**src/design/itp_pkg.sv**
```systemverilog
// Shared types, constants and helper functions for the infix-to-postfix converter.
// No dependencies.
package itp_pkg;

  localparam int CHAR_W          = 8;
  localparam int STACK_DEPTH_DEF = 32;
  localparam int PREC_W          = 2;

  localparam logic [CHAR_W-1:0] CH_PLUS  = 8'h2B;
  localparam logic [CHAR_W-1:0] CH_MINUS = 8'h2D;
  localparam logic [CHAR_W-1:0] CH_MUL   = 8'h2A;
  localparam logic [CHAR_W-1:0] CH_DIV   = 8'h2F;
  localparam logic [CHAR_W-1:0] CH_CARET = 8'h5E;
  localparam logic [CHAR_W-1:0] CH_LPAR  = 8'h28;
  localparam logic [CHAR_W-1:0] CH_RPAR  = 8'h29;
  localparam logic [CHAR_W-1:0] CH_NUL   = 8'h00;

  typedef enum logic [1:0] {
    ST_IDLE,
    ST_RPAR,
    ST_OPS,
    ST_FLUSH
  } itp_state_t;

  typedef struct packed {
    logic              push;
    logic              pop;
    logic [CHAR_W-1:0] din;
  } itp_stack_ctl_t;

  function automatic logic [PREC_W-1:0] prec_of(input logic [CHAR_W-1:0] c);
    logic [PREC_W-1:0] p;
    p = 2'd0;
    if (c == CH_PLUS || c == CH_MINUS) p = 2'd1;
    else if (c == CH_MUL || c == CH_DIV) p = 2'd2;
    else if (c == CH_CARET) p = 2'd3;
    return p;
  endfunction

  function automatic logic is_alnum(input logic [CHAR_W-1:0] c);
    return (c >= 8'h30 && c <= 8'h39) || (c >= 8'h41 && c <= 8'h5A) ||
           (c >= 8'h61 && c <= 8'h7A);
  endfunction

endpackage

```
**src/design/itp_cell.sv**
```systemverilog
// One stack entry: shifts down on push, up on pop.
// Depends on itp_pkg.
module itp_cell import itp_pkg::*; (
  input  logic              clk,
  input  itp_stack_ctl_t    ctl,
  input  logic [CHAR_W-1:0] from_above,
  input  logic [CHAR_W-1:0] from_below,
  output logic [CHAR_W-1:0] q
);

  logic [CHAR_W-1:0] data_r;
  logic [CHAR_W-1:0] data_nxt;

  always_comb begin
    data_nxt = data_r;
    if (ctl.push) begin
      data_nxt = from_above;
    end else if (ctl.pop) begin
      data_nxt = from_below;
    end
  end

  always_ff @(posedge clk) begin
    data_r <= data_nxt;
  end

  assign q = data_r;

endmodule

```
**src/design/itp_stack.sv**
```systemverilog
// Operator stack as a chain of shift cells; cell 0 holds the top.
// Depends on itp_pkg and itp_cell.
module itp_stack import itp_pkg::*; #(
  parameter int STACK_DEPTH = STACK_DEPTH_DEF
) (
  input  logic              clk,
  input  itp_stack_ctl_t    ctl,
  output logic [CHAR_W-1:0] top,
  output logic [CHAR_W-1:0] second
);

  logic [CHAR_W-1:0] q [STACK_DEPTH];

  for (genvar i = 0; i < STACK_DEPTH; i++) begin : g_cell
    logic [CHAR_W-1:0] above;
    logic [CHAR_W-1:0] below;
    if (i == 0) begin : g_first
      assign above = ctl.din;
    end else begin : g_mid
      assign above = q[i-1];
    end
    if (i == STACK_DEPTH - 1) begin : g_last
      assign below = CH_NUL;
    end else begin : g_rest
      assign below = q[i+1];
    end
    itp_cell u_cell (
      .clk       (clk),
      .ctl       (ctl),
      .from_above(above),
      .from_below(below),
      .q         (q[i])
    );
  end

  assign top    = q[0];
  assign second = q[1];

endmodule

```
**src/design/infix_to_postfix_converter.sv**
```systemverilog
// Infix-to-postfix converter (shunting-yard) on a chain of stack cells.
// Latency: a letter or digit is on the output in the cycle after it is taken.
// Input is taken only while idle and the output can advance; it is held off while operators are popped,
// for every operator's push, every closing paren's discard or empty-stack exit, and the end terminator.
// Reset clears the fill count, state and output valid; cell contents are not cleared.
module infix_to_postfix_converter import itp_pkg::*; #(
  parameter int STACK_DEPTH = STACK_DEPTH_DEF
) (
  input  logic              clk,
  input  logic              rst_n,
  input  logic              in_valid,
  output logic              in_ready,
  input  logic [CHAR_W-1:0] in_symbol,
  input  logic              in_end_of_expr,
  output logic              out_valid,
  input  logic              out_ready,
  output logic [CHAR_W-1:0] out_char,
  output logic              out_last_of_run,
  output logic              out_expr_done
);

  localparam int CNT_W = $clog2(STACK_DEPTH + 1);

  itp_state_t        state_r, state_nxt;
  logic [CNT_W-1:0]  count_r, count_nxt;
  logic [CHAR_W-1:0] sym_r, sym_nxt;
  logic              out_valid_r, out_valid_nxt;
  logic [CHAR_W-1:0] out_char_r, out_char_nxt;
  logic              out_last_r, out_last_nxt;
  logic              out_done_r, out_done_nxt;

  itp_stack_ctl_t    ctl;
  logic [CHAR_W-1:0] top, second;
  logic              emit_ok, full, empty, one_left, accept;

  itp_stack #(.STACK_DEPTH(STACK_DEPTH)) u_stack (
    .clk   (clk),
    .ctl   (ctl),
    .top   (top),
    .second(second)
  );

  assign emit_ok  = !out_valid_r || out_ready;
  assign full     = (count_r == CNT_W'(STACK_DEPTH));
  assign empty    = (count_r == '0);
  assign one_left = (count_r == CNT_W'(1));
  assign in_ready = (state_r == ST_IDLE) && emit_ok;
  assign accept   = in_valid && in_ready;

  always_comb begin
    state_nxt     = state_r;
    sym_nxt       = sym_r;
    ctl.push      = 1'b0;
    ctl.pop       = 1'b0;
    ctl.din       = in_symbol;
    out_valid_nxt = out_valid_r && !out_ready;
    out_char_nxt  = out_char_r;
    out_last_nxt  = out_last_r;
    out_done_nxt  = out_done_r;
    unique case (state_r)
      ST_IDLE: begin
        if (accept) begin
          priority if (in_end_of_expr) begin
            state_nxt = ST_FLUSH;
          end else if (is_alnum(in_symbol)) begin
            out_valid_nxt = 1'b1;
            out_char_nxt  = in_symbol;
            out_last_nxt  = 1'b1;
            out_done_nxt  = 1'b0;
          end else if (in_symbol == CH_LPAR) begin
            ctl.push = !full;
          end else if (in_symbol == CH_RPAR) begin
            state_nxt = ST_RPAR;
          end else begin
            sym_nxt   = in_symbol;
            state_nxt = ST_OPS;
          end
        end
      end
      ST_RPAR: begin
        priority if (empty) begin
          state_nxt = ST_IDLE;
        end else if (top == CH_LPAR) begin
          ctl.pop   = 1'b1;
          state_nxt = ST_IDLE;
        end else if (emit_ok) begin
          ctl.pop       = 1'b1;
          out_valid_nxt = 1'b1;
          out_char_nxt  = top;
          out_last_nxt  = one_left || (second == CH_LPAR);
          out_done_nxt  = 1'b0;
        end
      end
      ST_OPS: begin
        priority if (empty || prec_of(top) < prec_of(sym_r)) begin
          ctl.din   = sym_r;
          ctl.push  = !full;
          state_nxt = ST_IDLE;
        end else if (emit_ok) begin
          ctl.pop       = 1'b1;
          out_valid_nxt = 1'b1;
          out_char_nxt  = top;
          out_last_nxt  = one_left || (prec_of(second) < prec_of(sym_r));
          out_done_nxt  = 1'b0;
        end
      end
      ST_FLUSH: begin
        if (emit_ok) begin
          out_valid_nxt = 1'b1;
          if (empty) begin
            out_char_nxt = CH_NUL;
            out_last_nxt = 1'b1;
            out_done_nxt = 1'b1;
            state_nxt    = ST_IDLE;
          end else begin
            ctl.pop      = 1'b1;
            out_char_nxt = top;
            out_last_nxt = 1'b0;
            out_done_nxt = 1'b0;
          end
        end
      end
      default: state_nxt = ST_IDLE;
    endcase
    count_nxt = count_r;
    if (ctl.push) begin
      count_nxt = count_r + CNT_W'(1);
    end else if (ctl.pop) begin
      count_nxt = count_r - CNT_W'(1);
    end
  end

  always_ff @(posedge clk) begin
    if (!rst_n) begin
      state_r     <= ST_IDLE;
      count_r     <= '0;
      out_valid_r <= 1'b0;
    end else begin
      state_r     <= state_nxt;
      count_r     <= count_nxt;
      out_valid_r <= out_valid_nxt;
    end
  end

  always_ff @(posedge clk) begin
    sym_r      <= sym_nxt;
    out_char_r <= out_char_nxt;
    out_last_r <= out_last_nxt;
    out_done_r <= out_done_nxt;
  end

  assign out_valid       = out_valid_r;
  assign out_char        = out_char_r;
  assign out_last_of_run = out_last_r;
  assign out_expr_done   = out_done_r;

endmodule
```
**config.mk**
```make
export PLATFORM = sky130hd
export DESIGN_NAME = infix_to_postfix_converter
export DESIGN_NICKNAME = d
export VERILOG_FILES = /design/src/design/itp_pkg.sv /design/src/design/itp_cell.sv /design/src/design/itp_stack.sv /design/src/design/infix_to_postfix_converter.sv
export SDC_FILE = /design/constraint.sdc
export NUM_CORES = 1
export LEC_CHECK = 0
export ABC_AREA = 1
export BUFFER_PORTS_ARGS = -buffer_cell sky130_fd_sc_hd__buf_2
export CAP_MARGIN = 20
export CORE_ASPECT_RATIO = 0.7
export CORE_MARGIN = 1.5
export CORE_UTILIZATION = 55
export CTS_BUF_LIST = sky130_fd_sc_hd__clkbuf_8 sky130_fd_sc_hd__clkbuf_16
export CTS_CLUSTER_SIZE = 25
export DETAILED_ROUTE_END_ITERATION = 7
export PLACE_DENSITY_LB_ADDON = 0.15
export SLEW_MARGIN = 20
export SYNTH_ARGS = -nofsm -noshare
export SYNTH_HDL_FRONTEND = slang
export SYNTH_HIERARCHICAL = 1
export SYNTH_SLANG_ARGS = --single-unit
```
**constraint.sdc**
```tcl
create_clock -name clk -period 2.9 [get_ports clk]
set_input_delay 0.145 -clock clk [delete_from_list [all_inputs] [get_ports clk]]
set_output_delay 0.145 -clock clk [all_outputs]
set_load 0.02 [all_outputs]
```
==> results.toml, run 1 <==
[outcome]
status = "completed"

[floorplanning]
fp.dieArea_sq_um = 25400
coreArea_sq_um = 23800
die_w_um = 190
fp.dieH_um = 134
io_pins = 25
row_count = 47
start_util = 0.565

[synth]
synthArstFlopShare = 0
synthAdderAreaFrac = 0.00930
ys.warnings.count = 6
synth_top_family_by_area = "simple AND/OR/NAND/NOR gates"
syn-cell-area_sq_um = 13500
synth_mux_area_frac = 0
synth_compound_area_frac = 0.0172
yosysSeqAreaShare = 0.625
avgSynthCellArea_sq_um = 9.38
synth_area_leaders = "edfxtp_1 (61%), nand2_1 (23%), buf_6 (2.7%)"
synth_cell_types = 42
synth_xor_area_frac = 0.00521
ys.flop_type = "edfxtp_1"
synth_largest_area_cell = "edfxtp_1"
yosys.area.top_type_share = 0.611
synth_edf_count = 274
synth-simple-area-share = 0.290
synth_seq_cells = 283
synthCells = 1435

[clock_tree]
cts_max_level = 1
path_clk_slew_ns = 0.06
numCtsBuffers = 28
clock-sinks = 283
clk_latency_ns = 0.54
cts_buffer_depth = 3
cts_tree = "yes"
cts_root_buffer = "clkbuf_16"

[worst_hold_path]
holdCritStartpoint = "in_end_of_expr"
hold_path.class = "in -> reg"

[detailed_routing]
vias = 9626
postRouteAntennaNets = 0
post-route-drc-count = 0
drtIter0Drc = 891
wl_mm = 27.3
dr.pass1.iters = 6
wl_per_cell_um = 14.8
drt-vias-per-instance = 5.23

[final_layout]
syn_to_final_growth_pct = 11.7
fillerInstances = 2027
drive_gt1_frac = 0.105
final_common_cell = "nand2_1"
nets = 1524
mostFrequentLayoutCells = "nand2_1 (829), edfxtp_1 (274), inv_1 (54)"
stdcell_count = 1839
antenna_cells = 0

[grt]
grt-ovfl-total = 0
grt_first_pass_wirelength_mm = 44.7
track_usage = 0.219
grt_pass1_vias = 9009
antenna_found_initial = 0
grt_max_degree = 35

[sta]
finalCriticalPeriod_ns = 2.76
finalSetupViolations = 0
timing.final.crit_share = 0.950
finalClockSkew_ns = 0.0119
final-hold-violation-count = 0
holdWs_ns = 0.0272
fmax_mhz = 363
maxSlewViolCount = 0
rsz0062_at_grt = "true"
finalSetupTns_ns = 0

[place]
place_hpwl_mm = 19.6
place.gp.congestion = 0.900
dp_cells = 1775
portBuffers = 24

[power]
finalPower_mw = 20.4
p_per_area_nw_per_um2 = 1360
p_leak_nw = 6.58
ir_drop_uv = 817

[worst_setup_path]
crit_chain = "nor2_2 > a22oi_1 > o32ai_2 > ha_1 > nand2_1 > nand2_2 > nand2_4 > nand3_4 > nand2_8 > buf_12 > or2_1"
path_max_fanout = 24
worst_ep_arrival_time_ns = 2.94
startpoint_type = "flip-flop"
cp-startpoint = "u_stack/g_cell[0].u_cell/q[2]"
path_class = "reg -> reg"
slowest_stage = "edfxtp_1"
critical-path-max-stage-delay_ns = 0.45
required_ns = 3.09
worst_setup_path_end_kind = "flip-flop"
r2r_start = "u_stack/g_cell[0].u_cell/q[2]"

[job]
maxCapViolations = 0
## flip-flops by register name, summed over array words and instances (netlist names)
signal / cells
out_valid: 1
out_expr_done: 1
count_r: 6
sym_r: 8
out_char: 8
u_stack/g_cell.u_cell/q: 256
state_r: 2
out_last_of_run: 1
## metal layers
layer	share of wire	GRT usage	routed length, um
met2	0.40	0.306	11000
met4	0.018	0.0511	504
met5	0	0	0
met3	0.068	0.0345	1850
met1	0.51	0.355	13900
## report_power, final
part / internal [mW] / switching, mW
Sequential: 8.04 / 1.14
Combinational: 2.37 / 5.17
Clock: 2.16 / 1.53
## synthesized netlist by cell type (3+ instances only)
master,instances
buf_6,32
nor3_1,7
nand3_1,29
edfxtp_1,274
o21ai_0,18
nor2_1,45
nand2_2,3
inv_1,49
a21oi_1,13
nand4_1,7
nor4_1,3
dfxtp_1,9
inv_2,35
or2_1,32
ha_1,10
buf_2,3
xor2_1,6
nand2_1,829
## timing repair
action,in CTS,in global routing
gates resized for setup,1,8
hold buffers,9,0
endpoints found under the setup margin,6,464
buffers inserted,0,5
pin swaps,0,1
endpoints found under the hold margin,18,0
## layout make-up
cell class                      count  area, sq um  area share
Inverter                           85          324      0.0216
Timing Repair Buffer               67          582      0.0387
Tap cell                          318          398      0.0265
Clock inverter                     21          209      0.0139
Multi-Input combinational cell   1036         4380       0.292
Sequential cell                   283         8410       0.559
Clock buffer                       29          726      0.0483
## logic make-up after synthesis
| logic type | Yosys count |
|---|---|
| other cells | 1 |
| flops | 283 |
| fa+ha+maj | 10 |
| simple gates | 969 |
| buf+inv | 123 |
| compound gates | 41 |
| xor+xnor | 8 |
## through the flow
step                      area (sq um)  setup slack (ns)  utilization
after detailed placement         13900            0.0114        0.585
after global routing             15000          0.000103        0.631
after global placement           13900             0.148        0.585
final                            15000             0.144        0.631
after CTS                        15000           0.00426        0.628
after floorplan                  13500             0.299            -
## worst max-delay path, delay by kind of cell, from the launching register on
family	cells	cell delay [ns]
flip-flops	1	0.45
AO/OA/AOI/OAI	2	0.38
buffers and inverters	1	0.18
AND/OR/NAND/NOR	7	1.10
adder cells (fa/ha/maj)	1	0.29
## worst paths after layout
check | to | slack, ns | cells past startpoint
min reg2reg | u_stack/g_cell[30].u_cell/q[3] | 0.52 | 2
min | state_r[1] | 0.03 | 5
max reg2reg | u_stack/g_cell[30].u_cell/q[5] | 0.14 | 11
max | u_stack/g_cell[30].u_cell/q[5] | 0.14 | 11
No activity file was read; power rests on OpenSTA's default activity.
==> run 2: changes to the inputs <==
- SYNTH_HIERARCHICAL: 1 -> default
==> results.toml, run 2 <==
[power]
power_switching_mw = 6.99
p_leak_nw = 5.83
p_int_mw = 12.0
p_per_area_nw_per_um2 = 1320
comb_power_share = 0.359
p_clk_frac = 0.179
p_seq_frac = 0.462
ir_drop_uv = 825
finalPower_mw = 19.0
switching_share = 0.368

[synth]
synth_xor_area_frac = 0.00544
synth_largest_area_cell = "edfxtp_1"
yosys.area.top_type_share = 0.638
synth_area_leaders = "edfxtp_1 (64%), nand2_1 (14%), o21ai_0 (5.3%)"
synth_seq_cells = 283
synth_cell_types = 39
synthCells = 1284
avgSynthCellArea_sq_um = 10.0
synthArstFlopShare = 0
synth_mux_area_frac = 0
synth_top_family_by_area = "simple AND/OR/NAND/NOR gates"
synthAdderAreaFrac = 0.00971
ys_top_cells_by_count = "nand2_1 (496), edfxtp_1 (274), o21ai_0 (136)"
syn-cell-area_sq_um = 12900
synthesis.nets = 1307
yosysMostFrequentCell = "nand2_1"
synth_compound_area_frac = 0.0791
synth-simple-area-share = 0.186
ys.warnings.count = 0
yosysSeqAreaShare = 0.652
synth_edf_count = 274
ys.flop_type = "edfxtp_1"

[final_layout]
nets = 1335
fillerInstances = 1867
largest_reg_flops = 256
post-route-cell-area_sq_um = 14400
drive_gt1_frac = 0.0722
final_common_cell = "nand2_1"
antenna_cells = 0
mostFrequentLayoutCells = "nand2_1 (496), edfxtp_1 (274), o21ai_0 (136)"
multiInputGateArea_sq_um = 3640
seq_area_sq_um = 8410
final_util = 0.630
stdcell_count = 1642
syn_to_final_growth_pct = 11.6

[worst_setup_path]
required_ns = 3.11
r2r_slack_ns = 0.15
path_max_fanout = 46
path_class = "reg -> reg"
r2r-end = "u_stack.g_cell[10].u_cell.q[3]"
r2r_cells = 13
worst_setup_path_end_kind = "flip-flop"
r2r_start = "u_stack.g_cell[0].u_cell.q[1]"
startpoint_type = "flip-flop"
cp-startpoint = "u_stack.g_cell[0].u_cell.q[1]"
worst_ep_arrival_time_ns = 2.96

[clock_tree]
cts_tree = "yes"
clock-sinks = 283
cts_setup_buffers = 0
clk_latency_ns = 0.53
cts_max_level = 1
cts_buffer_depth = 3
numCtsBuffers = 28
path_clk_slew_ns = 0.06
cts_root_buffer = "clkbuf_16"

[detailed_routing]
postRouteAntennaNets = 0
drtIter0Drc = 940
wl_met2_mm = 9.80
wl_met3_mm = 1.18
m1WireLength_mm = 12.6
vias = 8546
highest_layer = "met4"
post-route-drc-count = 0
drt-vias-per-instance = 5.20
wl_per_cell_um = 14.6
wl_mm = 23.9
dr.pass1.iters = 7

[grt]
grt_pass1_vias = 7818
grt_max_degree = 82
grt_first_pass_wirelength_mm = 38.7
antenna_found_initial = 0
track_usage = 0.197
grt-ovfl-total = 0

[floorplanning]
fp.dieH_um = 131
start_util = 0.564
fp.dieArea_sq_um = 24400
row_count = 46
die_w_um = 186
io_pins = 25
coreArea_sq_um = 22800

[sta]
timing.final.crit_share = 0.949
finalSetupViolations = 0
fmax_mhz = 363
rsz0062_at_grt = "false"
final-hold-violation-count = 0
finalClockSkew_ns = 0.00946
layout_setup_ws_ns = 0.148
maxSlewViolCount = 0
tightest_slew_ns = 0.449
maxSlewHeadroom = 0.699
finalCriticalPeriod_ns = 2.75

[place]
place_hpwl_mm = 14.5
portBuffers = 24
dp_cells = 1583
place.gp.congestion = 0.880
pre_cts_ws_ns = 0.0506
placed_cell_area_sq_um = 13400

[worst_hold_path]
hold_path.class = "in -> reg"
hold_end = "out_valid"
holdPathStages = 4
holdCritStartpoint = "out_ready"

[outcome]
status = "completed"

[job]
maxCapViolations = 0
[run 2: cell types whose count changed after synthesis, moves of 32 or more]
cell / previous run / this run
inv_1: 49 / 122
o21ai_0: 18 / 136
or2_1: 32 / 0
o21ai_1: 1 / 34
nand2_1: 829 / 496
inv_2: 35 / 2
[run 2: layout make-up]
cell class                      instances  area share
Tap cell                              312      0.0271
Timing Repair Buffer                   58      0.0430
Multi-Input combinational cell        816       0.253
Clock inverter                         19     0.00904
Inverter                              125      0.0330
Clock buffer                           29      0.0504
Sequential cell                       283       0.584
[run 2: timing repair]
item / 4_1_cts / 5_1_grt
endpoints found under the setup margin: 0 / 301
hold buffers: 9 / 0
endpoints found under the hold margin: 14 / 0
gates resized for setup: 0 / 5
[run 2: per-stage QoR]
stage,hold slack [ns],setup TNS (ns)
final,0.0697,0
after global routing,0.0689,0
after CTS,0.0467,0
after detailed placement,0.368,0
after global placement,0.373,0
after floorplan,0.244,-58.04
[run 2: how the worst max path moves through the flow]
stage | slack [ns] | to | depth (start not counted)
after detailed placement | 0.05 | u_stack.g_cell[28].u_cell.q[1] | 13
after global routing | 0.009 | u_stack.g_cell[30].u_cell.q[4] | 13
after floorplan | -0.22 | u_stack.g_cell[0].u_cell.q[0] | 12
after CTS | 0.05 | count_r[3] | 17
final | 0.15 | u_stack.g_cell[10].u_cell.q[3] | 13
after global placement | 0.09 | count_r[2] | 16
[run 2: critical path, cell delays in order, from the launching register on]
cell,delay (ns)
edfxtp_1,0.40
inv_1,0.12
nor2_1,0.16
a22oi_1,0.11
o32ai_2,0.28
ha_1,0.28
nand2_1,0.07
nand2_1,0.08
nand2_2,0.10
nand3_4,0.13
nand2_8,0.14
inv_6,0.12
nand2_8,0.15
buf_12,0.26
[run 2: power by group through the flow]
stage / combinational [mW] / clock [mW] / sequential, mW
2_1_floorplan: 4.87 / 0 / 8.79
3_3_place_gp: 6.54 / 0 / 8.78
3_5_place_dp: 6.66 / 0 / 8.82
4_1_cts: 6.70 / 3.50 / 8.78
5_1_grt: 7.77 / 3.66 / 8.99
6_report: 6.82 / 3.41 / 8.77
[run 2: layer usage]
| metal | track usage | up-vias |
|---|---|---|
| met1 | 0.317 | 4009 |
| met3 | 0.0320 | 28 |
| li1 | - | 4334 |
| met2 | 0.278 | 175 |
| met5 | 0 | - |
| met4 | 0.0432 | 0 |
[run 2: logic make-up (layout without fill, tap and decap cells)]
kind of cell | count (synthesis) | count (layout)
buf+inv | 185 | 231
xor+xnor | 8 | 8
flops | 283 | 283
compound gates | 195 | 195
fa+ha+maj | 10 | 10
simple gates | 603 | 603
